File: config.mk
export PLATFORM = sky130hd
export DESIGN_NAME = pstb_ctrl
export DESIGN_NICKNAME = d
export VERILOG_FILES = /design/src/design/pstb_pkg.sv /design/src/design/pstb_ctrl.sv
export SDC_FILE = /design/constraint.sdc
export NUM_CORES = 1
export LEC_CHECK = 0
export BUFFER_PORTS_ARGS = -buffer_cell sky130_fd_sc_hd__buf_2
export CORE_AREA = 2 2 39 41
export DETAILED_ROUTE_END_ITERATION = 6
export DIE_AREA = 0 0 41 43
export SLEW_MARGIN = 10
export SYNTH_ARGS = -nofsm -noshare
export SYNTH_HDL_FRONTEND = slang
export SYNTH_SLANG_ARGS = --single-unit
File: constraint.sdc
create_clock -name clk -period 1.1 [get_ports clk]
set_input_delay 0.11 -clock clk [delete_from_list [all_inputs] [get_ports clk]]
set_output_delay 0.11 -clock clk [all_outputs]
set_load 0.1 [all_outputs]
File: src/design/pstb_pkg.sv
// pstb_pkg: shared types and codes for the per-source token bucket limiter
// no dependencies
package pstb_pkg;

	localparam logic [1:0] ST_ACCEPTED     = 2'd0;
	localparam logic [1:0] ST_SOURCE_EMPTY = 2'd1;
	localparam logic [1:0] ST_GLOBAL_EMPTY = 2'd2;
	localparam logic [1:0] ST_TABLE_FULL   = 2'd3;

	localparam logic [1:0] REG_SOURCE_CAP = 2'd0;
	localparam logic [1:0] REG_GLOBAL_CAP = 2'd1;
	localparam logic [1:0] REG_NEW_TOKENS = 2'd2;
	localparam logic [1:0] REG_START_SECS = 2'd3;

	// controller to datapath
	typedef struct packed {
		logic load;      // capture input item, start search
		logic scan;      // examine one table entry
		logic decide;    // refill, charge and write back
	} pstb_cmd_t;

	// datapath to controller
	typedef struct packed {
		logic scan_done;
	} pstb_sts_t;

endpackage

File: src/design/pstb_ctrl.sv
// pstb_ctrl: sequencer for search, decision and result hand-off
// depends on pstb_pkg
module pstb_ctrl (
	input  logic                clk,
	input  logic                arst_n,
	input  logic                in_valid,
	output logic                in_ready,
	output logic                out_valid,
	input  logic                out_ready,
	output pstb_pkg::pstb_cmd_t cmd,
	input  pstb_pkg::pstb_sts_t sts
);

	typedef enum logic [3:0] {
		S_IDLE   = 4'b0001,
		S_SCAN   = 4'b0010,
		S_DECIDE = 4'b0100,
		S_OUT    = 4'b1000
	} state_t;

	state_t state_q;

	always_ff @(posedge clk or negedge arst_n) begin
		if (!arst_n) begin
			state_q <= S_IDLE;
		end else begin
			unique case (state_q)
				S_IDLE:   if (in_valid) state_q <= S_SCAN;
				S_SCAN:   if (sts.scan_done) state_q <= S_DECIDE;
				S_DECIDE: state_q <= S_OUT;
				S_OUT:    if (out_ready) state_q <= S_IDLE;
				default:  state_q <= S_IDLE;
			endcase
		end
	end

	assign in_ready   = (state_q == S_IDLE);
	assign out_valid  = (state_q == S_OUT);
	assign cmd.load   = (state_q == S_IDLE) && in_valid;
	assign cmd.scan   = (state_q == S_SCAN);
	assign cmd.decide = (state_q == S_DECIDE);

endmodule

==> impl_metrics.py <==
metrics = {
    "clock_network": {
        "cts_buffers": 3,
        "cts_tree": "built",
        "clk_latency_ns": 0.23,
        "cts_buffer_depth": 2,
        "cts.clk_slew.worst_paths_ns": 0.04,
        "clock-sinks": 4,
        "htreeDepth": 1,
        "cts_root_buf": "clkbuf_4",
    },
    "critical_path": {
        "critPathArrivalTime_ns": 1.35,
        "end_kind": "primary output",
        "r2r.worst_path.cells": 5,
        "critPathTopFamily": "simple AND/OR/NAND/NOR gates",
        "crit_path_max_fanout": 4,
        "r2r-end": "state_q[2]",
        "r2r_start": "state_q[0]",
        "slowest_delay_ns": 0.38,
        "slowest_stage": "dfstp_2",
        "endpoint": "cmd[1]",
        "setup.worst_path.start": "state_q[0]",
        "worstSetupPathType": "reg -> out",
        "cp_num_buf_inv": 2,
        "cp.required_ns": 0.99,
        "crit_chain": "buf_6 > nand2b_4 > nor3_4 > buf_12",
        "path_depth": 4,
        "startpoint_type": "flop",
        "rrSetupSlack_ns": -0.13,
    },
    "worst_hold_path": {
        "hold_start": "sts",
        "worstHoldPathType": "in -> reg",
    },
    "pwr": {
        "ir_drop_mv": 1.24,
        "power.total_mw": 1.60,
        "p_per_area_mw_per_mm2": 2840,
        "leakage_nw": 0.234,
    },
    "detailed_routing": {
        "routed_wl_um": 680,
        "drc": 0,
        "wl_per_cell_um": 11.7,
        "first_pass_iters": 4,
        "vias_per_cell": 4.24,
        "postRouteAntennaNets": 0,
        "vias": 246,
        "detail_route.iter0.violations": 3,
    },
    "final_layout": {
        "fillers": 140,
        "final_cell_mix": "buf_4, buf_12, buf_2",
        "nets": 48,
        "layout.cells.non_filler": 58,
        "diodes": 0,
        "final_layout_size_suffix_gt1_share_pct": 90.5,
        "final_common_cell": "buf_4",
        "regMostFlops": "state_q",
        "biggestRegsByFlops": "state_q: 4 flops",
        "largest_reg_flops": 4,
        "area.growth.synth_to_final_pct": 184,
        "design_area_um2": 562,
    },
    "timing": {
        "period_share_pct": 132,
        "setup_viol": 9,
        "max_freq_ghz": 0.687,
        "rsz0062_at_grt": "yes",
        "min_period_ns": 1.46,
        "timing.final.ws_setup_ns": -0.355,
        "max_slew_margin_pct": 80.3,
        "hold_viol": 0,
        "finalMaxSlewViolations": 0,
        "clock_skew_ns": 0.00378,
        "worst_slew_pin_slew_ns": 0.293,
    },
    "grt": {
        "grt_max_degree": 7,
        "grt_remaining_overflow": 0,
        "grt_pass1_vias": 265,
        "grt_pass1_wl_mm": 1.07,
        "grt_antenna_before_repair": 0,
        "grtUsageTotal_pct": 9.28,
    },
    "placement": {
        "io_buffers": 9,
        "dpl_cell_area_um2": 472,
        "globalplace.congestion": 0.720,
        "hpwl_um": 490,
        "pre_cts_ws_ns": -0.149,
        "dp_cells": 50,
    },
    "floorplanning": {
        "placementRows": 14,
        "die_y_um": 43,
        "initial_core_util_pct": 14.3,
        "dieWidth_um": 41,
        "dieArea_mm2": 0.00176,
        "core_mm2": 0.00138,
        "io_pins": 10,
    },
    "synth": {
        "synth_cell_type_count": 11,
        "avgSynthCellArea_um2": 11.0,
        "syn_nets": 23,
        "synth-seq-area-share_pct": 51.3,
        "synth_seq_cells": 4,
        "synth_cells": 18,
        "syn_area_um2": 198,
        "yosysWarnings": 0,
    },
    "flow_run": {
        "max_cap_viol_count": 0,
    },
    "status": {
        "violations": "setup timing",
        "status": "complete, but fails checks",
    },
}
==> report_power, final <==
part	leakage [nW]	switching, mW	internal (mW)
combinational	0.172	0.607	0.489
clock	0.0150	0.0601	0.136
sequential	0.0465	0.0997	0.206
==> metal layers <==
| layer | up-vias | part of all wire (%) | global-route usage, % |
|---|---|---|---|
| li1 | 116 | - | - |
| met1 | 121 | 35 | 11.1 |
| met2 | 9 | 60 | 13.4 |
| met3 | 0 | 5.3 | 1.57 |
| met4 | 0 | 0 | 8.00 |
| met5 | - | 0 | 0 |
==> logic make-up (layout without fill, tap and decap cells) <==
group                  count (synthesis)  after routing  share of synthesized area [%]
AND/OR/NAND/NOR                       12             12                           38.0
flip-flops                             4              4                           51.3
AO/OA/AOI/OAI                          2              2                           10.8
buffers and inverters                  0             24                              0
==> worst min-delay path by stage <==
| stage | to | cells after the start |
|---|---|---|
| 6_report | state_q[2] | 2 |
| 5_1_grt | state_q[2] | 2 |
| 4_1_cts | state_q[2] | 2 |
| 3_5_place_dp | state_q[1] | 1 |
| 3_3_place_gp | state_q[3] | 1 |
| 2_1_floorplan | state_q[1] | 0 |
==> worst register-to-register path: stages (launching register included) <==
cell,delay (ns)
dfstp_2,0.56
buf_6,0.12
nand2b_4,0.14
nor3_4,0.06
buf_6,0.11
and2_4,0.12
==> what timing repair did <==
| item | in CTS | in global routing |
|---|---|---|
| buffers inserted | 3 | 1 |
| setup endpoints to repair | 9 | 9 |
| pin swaps | 2 | 3 |
| hold endpoints to repair | 4 | 0 |
| resized for setup | 1 | 6 |
| hold buffers | 1 | 0 |
==> cell type report <==
type	instances	area, um^2	area share [%]
Clock buffer	4	26.3	4.68
Multi-Input combinational cell	14	194	34.5
Sequential cell	4	105	18.7
Tap cell	16	20.0	3.56
Timing Repair Buffer	20	216	38.5
==> per-stage QoR <==
step           TNS, ns  hold WS, ns  utilization (%)
2_1_floorplan    -4.28       -0.186                -
3_3_place_gp    -0.812      -0.0845             34.1
3_5_place_dp    -0.827      -0.0827             34.1
4_1_cts          -2.10        0.102             38.1
5_1_grt          -2.38        0.140             40.6
6_report         -1.98        0.129             40.6
==> cells in the mapped netlist <==
master / instances / area share [%]
nor4_1: 1 / 3.2
and2_1: 1 / 3.2
nor3_1: 4 / 10
a211oi_2: 1 / 6.3
nor4b_1: 2 / 8.9
nand2_1: 1 / 1.9
nand2b_1: 2 / 6.3
o22a_1: 1 / 4.4
dfrtp_1: 3 / 38
dfstp_2: 1 / 13
or3b_1: 1 / 4.4
Power figures use the tool's default switching activity.
